### src/sv/pfl_pkg.sv
// Shared widths, codes and controller/datapath handshake types of the slot free list.
package pfl_pkg;

    // Field widths of the stream words
    localparam int SLOT_W     = 6;
    localparam int COUNT_W    = 7;
    localparam int STATUS_W   = 2;
    localparam int WORD_W     = 32;
    localparam int PAY_W      = 5 * WORD_W;
    localparam int IN_DATA_W  = 168;
    localparam int IN_USER_W  = 1;
    localparam int OUT_DATA_W = 24;
    localparam int OUT_USER_W = STATUS_W;

    // Default table size
    localparam int DEF_TABLE_DEPTH = 64;

    // Request kinds
    localparam logic REQ_INSERT = 1'b0;
    localparam logic REQ_REMOVE = 1'b1;

    // Result status codes
    typedef enum logic [STATUS_W-1:0] {
        ST_OK         = 2'd0,
        ST_TABLE_FULL = 2'd1,
        ST_BAD_SLOT   = 2'd2,
        ST_MOVE_FULL  = 2'd3
    } t_status;

    // Controller states
    typedef enum logic [2:0] {
        S_IDLE,
        S_LOOK,
        S_EXEC,
        S_SCAN,
        S_DONE
    } t_state;

    // Commands from controller to datapath
    typedef struct packed {
        logic capture;
        logic lookup;
        logic exec;
        logic scan;
        logic load_out;
    } t_cmd;

    // Status from datapath to controller
    typedef struct packed {
        logic need_scan;
        logic scan_done;
        logic out_busy;
    } t_stat;

endpackage

### src/sv/pfl_ctrl.sv
// Request sequencer of the slot free list: accept, look up, execute, scan, deliver.
module pfl_ctrl (
    input  logic          i_clk,
    input  logic          i_rst_n,
    input  logic          i_in_vld,
    output logic          o_in_rdy,
    output pfl_pkg::t_cmd o_cmd,
    input  pfl_pkg::t_stat i_stat
);
    import pfl_pkg::*;

    t_state r_state;
    t_state n_state;

    // State register
    always_ff @(posedge i_clk) begin
        if (!i_rst_n) begin
            r_state <= S_IDLE;
        end else begin
            r_state <= n_state;
        end
    end

    // Next state and commands
    always_comb begin
        n_state  = r_state;
        o_in_rdy = 1'b0;
        o_cmd    = '0;
        unique case (r_state)
            S_IDLE: begin
                o_in_rdy      = 1'b1;
                o_cmd.capture = i_in_vld;
                if (i_in_vld) begin
                    n_state = S_LOOK;
                end
            end
            S_LOOK: begin
                o_cmd.lookup = 1'b1;
                n_state      = S_EXEC;
            end
            S_EXEC: begin
                o_cmd.exec = 1'b1;
                n_state    = i_stat.need_scan ? S_SCAN : S_DONE;
            end
            S_SCAN: begin
                o_cmd.scan = 1'b1;
                if (i_stat.scan_done) begin
                    n_state = S_DONE;
                end
            end
            S_DONE: begin
                if (!i_stat.out_busy) begin
                    o_cmd.load_out = 1'b1;
                    n_state        = S_IDLE;
                end
            end
            default: begin
                n_state = S_IDLE;
            end
        endcase
    end

endmodule

### src/sv/pfl_dpath.sv
// Datapath of the slot free list: slot table, payload store, move list, counters, result register.
module pfl_dpath #(
    parameter int TABLE_DEPTH = pfl_pkg::DEF_TABLE_DEPTH
) (
    input  logic                               i_clk,
    input  logic                               i_rst_n,
    input  pfl_pkg::t_cmd                      i_cmd,
    output pfl_pkg::t_stat                     o_stat,
    input  logic [pfl_pkg::IN_DATA_W-1:0]      i_in_data,
    input  logic [pfl_pkg::IN_USER_W-1:0]      i_in_user,
    output logic                               o_out_vld,
    input  logic                               i_out_rdy,
    output logic [pfl_pkg::OUT_DATA_W-1:0]     o_out_data,
    output logic [pfl_pkg::OUT_USER_W-1:0]     o_out_user
);
    import pfl_pkg::*;

    localparam int AW    = $clog2(TABLE_DEPTH);
    localparam int CNT_W = $clog2(TABLE_DEPTH + 1);
    localparam int CW    = (AW + 1 > SLOT_W) ? AW + 1 : SLOT_W;
    localparam logic [CNT_W-1:0] NULL_LINK = CNT_W'(TABLE_DEPTH);
    localparam logic [CNT_W-1:0] FULL_FILL = CNT_W'(TABLE_DEPTH);

    // Memories: slot table holds {occupied, next link}, move list holds {valid, slot}
    logic [CNT_W:0]   r_slot_mem [TABLE_DEPTH];
    logic [PAY_W-1:0] r_pay_mem  [TABLE_DEPTH];
    logic [AW:0]      r_move_mem [TABLE_DEPTH];

    // Captured request
    logic              r_req;
    logic [SLOT_W-1:0] r_sid;
    logic [PAY_W-1:0]  r_pay;

    // Allocator state
    logic [CNT_W-1:0] r_head;
    logic [CNT_W-1:0] r_live;
    logic [CNT_W-1:0] r_fill;
    logic [CNT_W-1:0] r_mark;

    // Read data and scan pipeline
    logic [CNT_W:0]   r_slot_rd;
    logic [AW:0]      r_move_rd;
    logic [CNT_W-1:0] r_idx;
    logic [AW-1:0]    r_pidx;
    logic             r_pvld;

    // Staged result and output register
    logic [SLOT_W-1:0]     r_res_slot;
    t_status               r_res_status;
    logic                  r_out_vld;
    logic [OUT_DATA_W-1:0] r_out_data;
    logic [OUT_USER_W-1:0] r_out_user;

    logic [CW-1:0]    sid_ext;
    logic             sid_bad;
    logic             head_null;
    logic             head_fresh;
    logic             fill_full;
    logic [CNT_W-1:0] head_link;
    logic             rm_occ;
    logic             ins_ok;
    logic             rm_ok;
    logic             rd_en;
    logic [AW-1:0]    rd_addr;
    logic             idx_in;
    logic             scan_hit;
    logic [SLOT_W-1:0] res_slot;
    t_status           res_status;

    // Decode the request against the current table state
    always_comb begin
        sid_ext    = CW'(r_sid);
        sid_bad    = sid_ext >= CW'(TABLE_DEPTH);
        head_null  = r_head == NULL_LINK;
        fill_full  = r_fill == FULL_FILL;
        // slots at or above the mark were never written and still link to their successor
        head_fresh = r_head >= r_mark;
        head_link  = head_fresh ? r_head + CNT_W'(1) : r_slot_rd[CNT_W-1:0];
        rm_occ     = (sid_ext < CW'(r_mark)) && r_slot_rd[CNT_W];
        ins_ok     = !head_null && !fill_full;
        rm_ok      = !sid_bad && rm_occ;
        rd_en      = (r_req == REQ_REMOVE) ? !sid_bad : !head_null;
        rd_addr    = (r_req == REQ_REMOVE) ? sid_ext[AW-1:0] : r_head[AW-1:0];
        idx_in     = r_idx < r_fill;
        scan_hit   = r_pvld && r_move_rd[AW] && (r_move_rd[AW-1:0] == sid_ext[AW-1:0]);
    end

    // Pick the result code and slot
    always_comb begin
        if (r_req == REQ_REMOVE) begin
            res_slot   = r_sid;
            res_status = rm_ok ? ST_OK : ST_BAD_SLOT;
        end else if (head_null) begin
            res_slot   = '0;
            res_status = ST_TABLE_FULL;
        end else if (fill_full) begin
            res_slot   = '0;
            res_status = ST_MOVE_FULL;
        end else begin
            res_slot   = SLOT_W'(r_head);
            res_status = ST_OK;
        end
    end

    // Capture the accepted word
    always_ff @(posedge i_clk) begin
        if (i_cmd.capture) begin
            r_req <= i_in_user[0];
            r_sid <= i_in_data[SLOT_W-1:0];
            r_pay <= i_in_data[SLOT_W +: PAY_W];
        end
    end

    // Slot table: read on lookup, write on execute
    always_ff @(posedge i_clk) begin
        if (i_cmd.lookup && rd_en) begin
            r_slot_rd <= r_slot_mem[rd_addr];
        end
        if (i_cmd.exec) begin
            if (r_req == REQ_INSERT && ins_ok) begin
                r_slot_mem[r_head[AW-1:0]] <= {1'b1, NULL_LINK};
            end else if (r_req == REQ_REMOVE && rm_ok) begin
                r_slot_mem[sid_ext[AW-1:0]] <= {1'b0, r_head};
            end
        end
    end

    // Payload store: box words and tag kept as opaque data
    always_ff @(posedge i_clk) begin
        if (i_cmd.exec && r_req == REQ_INSERT && ins_ok) begin
            r_pay_mem[r_head[AW-1:0]] <= r_pay;
        end
    end

    // Move list: append on insert, invalidate the first match during the scan
    always_ff @(posedge i_clk) begin
        if (i_cmd.scan && idx_in) begin
            r_move_rd <= r_move_mem[r_idx[AW-1:0]];
        end
        if (i_cmd.exec && r_req == REQ_INSERT && ins_ok) begin
            r_move_mem[r_fill[AW-1:0]] <= {1'b1, r_head[AW-1:0]};
        end else if (i_cmd.scan && scan_hit) begin
            r_move_mem[r_pidx] <= {1'b0, sid_ext[AW-1:0]};
        end
    end

    // Free head, counters and fresh-slot mark
    always_ff @(posedge i_clk) begin
        if (!i_rst_n) begin
            r_head <= '0;
            r_live <= '0;
            r_fill <= '0;
            r_mark <= '0;
        end else if (i_cmd.exec) begin
            if (r_req == REQ_INSERT && ins_ok) begin
                r_head <= head_link;
                r_live <= r_live + CNT_W'(1);
                r_fill <= r_fill + CNT_W'(1);
                if (head_fresh) begin
                    r_mark <= r_head + CNT_W'(1);
                end
            end else if (r_req == REQ_REMOVE && rm_ok) begin
                r_head <= CNT_W'(sid_ext);
                if (r_live != '0) begin
                    r_live <= r_live - CNT_W'(1);
                end
            end
        end
    end

    // Scan pointer: issue one read a cycle, compare the word read last cycle
    always_ff @(posedge i_clk) begin
        if (!i_rst_n) begin
            r_idx  <= '0;
            r_pvld <= 1'b0;
        end else if (i_cmd.exec) begin
            r_idx  <= '0;
            r_pvld <= 1'b0;
        end else if (i_cmd.scan) begin
            r_pvld <= idx_in && !scan_hit;
            if (idx_in) begin
                r_idx <= r_idx + CNT_W'(1);
            end
        end
    end

    always_ff @(posedge i_clk) begin
        if (i_cmd.scan) begin
            r_pidx <= r_idx[AW-1:0];
        end
    end

    // Stage the result on execute
    always_ff @(posedge i_clk) begin
        if (i_cmd.exec) begin
            r_res_slot   <= res_slot;
            r_res_status <= res_status;
        end
    end

    // Output register: hold the word until the sink takes it
    always_ff @(posedge i_clk) begin
        if (!i_rst_n) begin
            r_out_vld <= 1'b0;
        end else if (i_cmd.load_out) begin
            r_out_vld <= 1'b1;
        end else if (i_out_rdy) begin
            r_out_vld <= 1'b0;
        end
    end

    always_ff @(posedge i_clk) begin
        if (i_cmd.load_out) begin
            r_out_data <= OUT_DATA_W'({COUNT_W'(r_fill), COUNT_W'(r_live), r_res_slot});
            r_out_user <= r_res_status;
        end
    end

    assign o_out_vld  = r_out_vld;
    assign o_out_data = r_out_data;
    assign o_out_user = r_out_user;

    // Status to the controller
    always_comb begin
        o_stat.need_scan = (r_req == REQ_REMOVE) && rm_ok;
        o_stat.scan_done = scan_hit || (!r_pvld && !idx_in);
        o_stat.out_busy  = r_out_vld && !i_out_rdy;
    end

endmodule

### src/sv/proxy_slot_free_list.sv
// Top level of the slot free list: stream ports, controller and datapath.
//
// Slot allocator over TABLE_DEPTH slots chained in a linked free list. An insert
// word takes the head slot, stores its box words and tag, appends the slot to the
// move list and answers with the slot; a remove word frees the slot and clears the
// first move-list entry that holds it. Every word gives one result word carrying
// the slot, a status code, the live count and the move-list fill. An insert, and a
// refused remove, passes through the look-up, execute and done states; a remove
// that frees a slot also scans the move list, one entry per cycle through its
// memory read port, up to the first match or the end of the filled list.
// Errors (table full, bad or free slot, move list full) change no state. The result
// sits in an output register, so the next word is taken while a result still waits
// for the sink. No clearing pass follows reset: slots never yet handed out are
// tracked by a mark and read as fresh.
module proxy_slot_free_list #(
    parameter int TABLE_DEPTH = pfl_pkg::DEF_TABLE_DEPTH
) (
    input  logic                           i_clk,
    input  logic                           i_rst_n,
    input  logic                           s_axis_tvalid,
    output logic                           s_axis_tready,
    // slot_id[5:0], box_min_x[37:6], box_min_y[69:38], box_max_x[101:70],
    // box_max_y[133:102], user_tag[165:134], zero fill[167:166]
    input  logic [pfl_pkg::IN_DATA_W-1:0]  s_axis_tdata,
    // req_type[0]
    input  logic [pfl_pkg::IN_USER_W-1:0]  s_axis_tuser,
    output logic                           m_axis_tvalid,
    input  logic                           m_axis_tready,
    // assigned_slot[5:0], live_count[12:6], moved_count[19:13], zero fill[23:20]
    output logic [pfl_pkg::OUT_DATA_W-1:0] m_axis_tdata,
    // status[1:0]
    output logic [pfl_pkg::OUT_USER_W-1:0] m_axis_tuser
);
    import pfl_pkg::*;

    t_cmd  cmd;
    t_stat stat;

    // Sequence each request
    pfl_ctrl u_ctrl (
        .i_clk    (i_clk),
        .i_rst_n  (i_rst_n),
        .i_in_vld (s_axis_tvalid),
        .o_in_rdy (s_axis_tready),
        .o_cmd    (cmd),
        .i_stat   (stat)
    );

    // Table, move list and result register
    pfl_dpath #(
        .TABLE_DEPTH (TABLE_DEPTH)
    ) u_dpath (
        .i_clk      (i_clk),
        .i_rst_n    (i_rst_n),
        .i_cmd      (cmd),
        .o_stat     (stat),
        .i_in_data  (s_axis_tdata),
        .i_in_user  (s_axis_tuser),
        .o_out_vld  (m_axis_tvalid),
        .i_out_rdy  (m_axis_tready),
        .o_out_data (m_axis_tdata),
        .o_out_user (m_axis_tuser)
    );

endmodule
### config.mk
export PLATFORM = sky130hd
export DESIGN_NAME = proxy_slot_free_list
export DESIGN_NICKNAME = d
export VERILOG_FILES = /design/src/sv/pfl_pkg.sv /design/src/sv/pfl_ctrl.sv /design/src/sv/pfl_dpath.sv /design/src/sv/proxy_slot_free_list.sv
export SDC_FILE = /design/constraint.sdc
export NUM_CORES = 1
export LEC_CHECK = 0
export BUFFER_PORTS_ARGS = -buffer_cell sky130_fd_sc_hd__buf_2
export CAP_MARGIN = 0
export CORE_ASPECT_RATIO = 0.6
export CORE_MARGIN = 5
export CORE_UTILIZATION = 45
export CTS_CLUSTER_DIAMETER = 40
export CTS_CLUSTER_SIZE = 30
export DETAILED_ROUTE_END_ITERATION = 6
export PLACE_DENSITY = 0.65
export SETUP_SLACK_MARGIN = 0.1
export SLEW_MARGIN = 30
export SYNTH_ARGS = -nofsm -noshare
export SYNTH_HDL_FRONTEND = slang
export SYNTH_SLANG_ARGS = --single-unit
### constraint.sdc
create_clock -name i_clk -period 8.1 [get_ports i_clk]
set_clock_uncertainty 0.05 [all_clocks]
set_input_delay 1.62 -clock i_clk [delete_from_list [all_inputs] [get_ports i_clk]]
set_output_delay 1.62 -clock i_clk [all_outputs]
set_load 0.03 [all_outputs]
==> impl_results.html <==
<table>
<tr><th>Metric</th><th>Value</th></tr>
<tr><th colspan="2">GRT</th></tr>
<tr><td>First-pass GRT wire length</td><td>198 mm</td></tr>
<tr><td>GRT Residual Overflow</td><td>0</td></tr>
<tr><td>Largest net degree at the start of global routing</td><td>139</td></tr>
<tr><td>Number of antenna violations at the first check in global routing</td><td>5</td></tr>
<tr><td>Number of global-route vias before repair</td><td>28800</td></tr>
<tr><td>Overall routing resource usage</td><td>0.236</td></tr>
<tr><th colspan="2">Synthesis</th></tr>
<tr><td>Most common flop cell mapped by yosys</td><td>edfxtp_1</td></tr>
<tr><td>Proportion of register bits with asynchronous set or reset after synthesis</td><td>0</td></tr>
<tr><td>Number of flops mapped to enable cells by yosys</td><td>1018</td></tr>
<tr><td>Most numerous cell in the Yosys netlist</td><td>edfxtp_1</td></tr>
<tr><td>Top cell type's share of synthesized area</td><td>0.646</td></tr>
<tr><td>Part of the Yosys area used for sequential elements</td><td>0.663</td></tr>
<tr><td>Syn. warnings</td><td>0</td></tr>
<tr><td>Total of flip-flops plus latches after synthesis</td><td>1058</td></tr>
<tr><td>Area of the mapped netlist</td><td>47300 µm²</td></tr>
<tr><td>Post-synthesis cell count</td><td>3285</td></tr>
<tr><td>Mean cell area of the mapped netlist</td><td>14.4 µm²</td></tr>
<tr><td>Post-synth cell types</td><td>84</td></tr>
<tr><td>Top cell types by occurrence after synthesis</td><td>edfxtp_1 (1018), a211oi_1 (321), a21oi_1 (273), nor2_1 (257), mux4_2 (139)</td></tr>
<tr><td>Leading cell types by total area after synthesis</td><td>edfxtp_1 (65%), mux4_2 (6.6%), a211oi_1 (5.1%)</td></tr>
<tr><td>Top cell type by total area after synthesis</td><td>edfxtp_1</td></tr>
<tr><th colspan="2">Route</th></tr>
<tr><td>Final antenna-violating net count</td><td>0</td></tr>
<tr><td>Wire length after detailed routing</td><td>135 mm</td></tr>
<tr><td>Routed vias</td><td>31100</td></tr>
<tr><td>Detailed Route Iter0 Violations</td><td>4720</td></tr>
<tr><td>DRC violations left</td><td>0</td></tr>
<tr><td>Average wire length per cell after detail routing</td><td>28.5 µm</td></tr>
<tr><td>Drt pass-1 iters</td><td>6</td></tr>
<tr><td>Number of vias per cell after detailed routing</td><td>6.54</td></tr>
<tr><th colspan="2">Finish</th></tr>
<tr><td>Layout overhead on the synthesized area</td><td>11.5%</td></tr>
<tr><td>Fraction of final layout cells with drive strength greater than 1</td><td>0.163</td></tr>
<tr><td>Number of nets at the end of the flow</td><td>3447</td></tr>
<tr><td>Ant. Diodes</td><td>0</td></tr>
<tr><td>Count of non-filler cells in the finished layout</td><td>4749</td></tr>
<tr><th colspan="2">Die</th></tr>
<tr><td>Core area</td><td>105000 µm²</td></tr>
<tr><td>Initial standard-cell utilization of the core</td><td>0.452</td></tr>
<tr><td>Top-level port count</td><td>201</td></tr>
<tr><td>Width of the die</td><td>429 µm</td></tr>
<tr><td>Die boundary height</td><td>261 µm</td></tr>
<tr><td>Standard-cell row count</td><td>92</td></tr>
<tr><td>Area enclosed by the die boundary</td><td>112000 µm²</td></tr>
<tr><th colspan="2">STA</th></tr>
<tr><td>RSZ-0062 raised after global routing</td><td>no</td></tr>
<tr><td>Number of pins exceeding their max-slew limit in the final report</td><td>0</td></tr>
<tr><td>Achievable Freq</td><td>0.186 GHz</td></tr>
<tr><td>Setup violators final</td><td>0</td></tr>
<tr><td>Worst Slack Setup Final</td><td>2740 ps</td></tr>
<tr><td>Transition time of the tightest slew-check pin</td><td>1070 ps</td></tr>
<tr><td>Hold Violations, Final</td><td>0</td></tr>
<tr><td>Slew margin rel.</td><td>0.281</td></tr>
<tr><td>Final worst hold slack</td><td>376 ps</td></tr>
<tr><td>Shortest period the worst path allows</td><td>5360 ps</td></tr>
<tr><td>Final total negative setup slack</td><td>0 ps</td></tr>
<tr><td>Final worst path period share</td><td>0.662</td></tr>
<tr><th colspan="2">Clock network</th></tr>
<tr><td>Hold_buf cts</td><td>0</td></tr>
<tr><td>Number of gates resized after CTS</td><td>0</td></tr>
<tr><td>Root cell of the clock tree</td><td>clkbuf_16</td></tr>
<tr><td>CTS sink count</td><td>1058</td></tr>
<tr><td>CTS max path bufs</td><td>3</td></tr>
<tr><td>Latest clock arrival within the worst-skew pair</td><td>750 ps</td></tr>
<tr><td>H-tree depth</td><td>3</td></tr>
<tr><td>Post-CTS Repair Setup Buffers</td><td>0</td></tr>
<tr><td>Clock transition at the registers of the reported paths</td><td>80 ps</td></tr>
<tr><td>TritonCTS clock tree</td><td>done</td></tr>
<tr><td>Clock buffer count from CTS</td><td>108</td></tr>
<tr><th colspan="2">Worst setup path</th></tr>
<tr><td>Worst Reg-to-Reg Cells</td><td>9</td></tr>
<tr><td>Data required time of the critical path</td><td>8580 ps</td></tr>
<tr><td>RR Startpoint</td><td>u_dpath.r_sid[0]</td></tr>
<tr><td>Setup Crit Path Kind</td><td>flip-flop to flip-flop</td></tr>
<tr><td>Crit path launch type</td><td>flip-flop</td></tr>
<tr><td>Arrival @ worst endpoint</td><td>5840 ps</td></tr>
<tr><td>Biggest fanout along the worst timing path</td><td>70</td></tr>
<tr><td>Terminus of the critical flop-to-flop path</td><td>u_dpath.r_slot_rd[5]</td></tr>
<tr><td>Crit end category</td><td>flip-flop</td></tr>
<tr><td>Setup slack, reg-to-reg</td><td>2740 ps</td></tr>
<tr><th colspan="2">Placed design</th></tr>
<tr><td>Post-place setup slack</td><td>3080 ps</td></tr>
<tr><td>Buffers on Ports</td><td>34</td></tr>
<tr><td>Post-placement cell count</td><td>4544</td></tr>
<tr><td>Routability congestion estimate from global placement</td><td>0.908</td></tr>
<tr><td>HPWL Detailed</td><td>81.1 mm</td></tr>
<tr><th colspan="2">Worst hold path</th></tr>
<tr><td>Classification of the worst-slack hold path</td><td>flip-flop to flip-flop</td></tr>
<tr><td>Worst Hold Depth</td><td>0</td></tr>
<tr><td>Hold_sp</td><td>u_dpath.r_res_slot[0]</td></tr>
<tr><td>Hold Crit Endpoint</td><td>u_dpath.o_out_data[0]</td></tr>
<tr><th colspan="2">Pwr</th></tr>
<tr><td>Peak VDD IR</td><td>0.184 mV</td></tr>
<tr><td>Total power density per cell area</td><td>230 nW/µm²</td></tr>
<tr><td>Sum of internal, switching and leakage power</td><td>12100 µW</td></tr>
<tr><td>Leakage power</td><td>0.0164 µW</td></tr>
<tr><th colspan="2">Outcome</th></tr>
<tr><td>Result of the run</td><td>finished clean</td></tr>
<tr><th colspan="2">Run</th></tr>
<tr><td>Count of max-cap constraint violations</td><td>0</td></tr>
</table>
worst max-delay path: stages (launching register included):
cell and delay (ps):
edfxtp_1 810, buf_4 430, inv_6 500, buf_4 740, a211oi_1 190, o41ai_1 400, o221ai_1 200, a22oi_1 650
o2111ai_1 610, nor4_1 500
stage by stage:
stage          utilization  cell area (µm²)
2_1_floorplan            -            47300
3_3_place_gp         0.465            48700
3_5_place_dp         0.466            48800
4_1_cts              0.503            52700
5_1_grt              0.504            52800
6_report             0.504            52800
registers in the layout, indices dropped and copies added (netlist names), 2 cells and up:
signal,flops
u_dpath.r_res_slot,6
u_dpath.r_sid,6
u_dpath.r_slot_rd,8
u_dpath.o_out_data,20
u_dpath.r_live,7
u_dpath.r_slot_mem,512
u_dpath.r_fill,7
u_dpath.r_idx,7
u_dpath.r_mark,7
u_dpath.r_head,7
u_dpath.r_move_mem,448
u_dpath.o_out_user,2
u_dpath.r_move_rd,7
u_dpath.r_res_status,2
u_ctrl.r_state,3
u_dpath.r_pidx,6
cells in the final DEF (no fill, tap or decap), drive strengths merged, types with 28 or more instances in the layout:
cell type  count
o21ai         69
nand2         98
nor2         257
a211oi       324
o211ai        81
o41ai         35
mux4         139
a21oi        274
clkinv        36
ha            28
nand2b        42
edfxtp      1018
clkbuf       115
o21bai        43
buf          114
nor4          32
inv          104
dfxtp         40
where the power goes:
group,switching (µW),internal (µW),total [µW]
sequential,17.2,5950,5970
combinational,542,202,744
clock,2490,2950,5440
total,3050,9100,12100
logic make-up after synthesis:
kind of cell / share of synthesized area
compound gates: 0.164
flops: 0.663
simple gates: 0.0560
buf+inv: 0.0333
mux: 0.0722
fa+ha+maj: 0.00782
xor+xnor: 0.00444
other cells: 0.0000792
worst max path at each step:
stage	start	to	slack, ps	depth (start not counted)
2_1_floorplan	u_dpath.r_sid[1]	u_dpath.r_move_mem[0][0]	2530	8
3_3_place_gp	u_dpath.r_sid[0]	u_dpath.r_slot_mem[6][0]	3050	11
3_5_place_dp	u_dpath.r_sid[0]	u_dpath.r_slot_rd[5]	3080	9
4_1_cts	u_dpath.r_sid[0]	u_dpath.r_slot_rd[5]	3110	9
5_1_grt	u_dpath.r_sid[0]	u_dpath.r_slot_rd[0]	2680	9
6_report	u_dpath.r_sid[0]	u_dpath.r_slot_rd[5]	2740	9
area by class of cell:
cell class | count | area, µm²
inverters | 74 | 299
well taps | 1410 | 1760
clock inverters | 89 | 1160
flip-flops and latches | 1058 | 31400
fillers | 8682 | 52000
repair buffers | 114 | 818
clock buffers | 115 | 2770
multi-input cells | 1889 | 14600
per-layer routing:
layer / share of wire / vias to the layer above / GRT usage
li1: - / 13300 / -
met1: 0.44 / 15600 / 0.373
met2: 0.40 / 1979 / 0.310
met3: 0.14 / 214 / 0.0818
met4: 0.020 / 2 / 0.0500
met5: 0.00010 / - / 0
No activity file was read; power rests on OpenSTA's default activity.
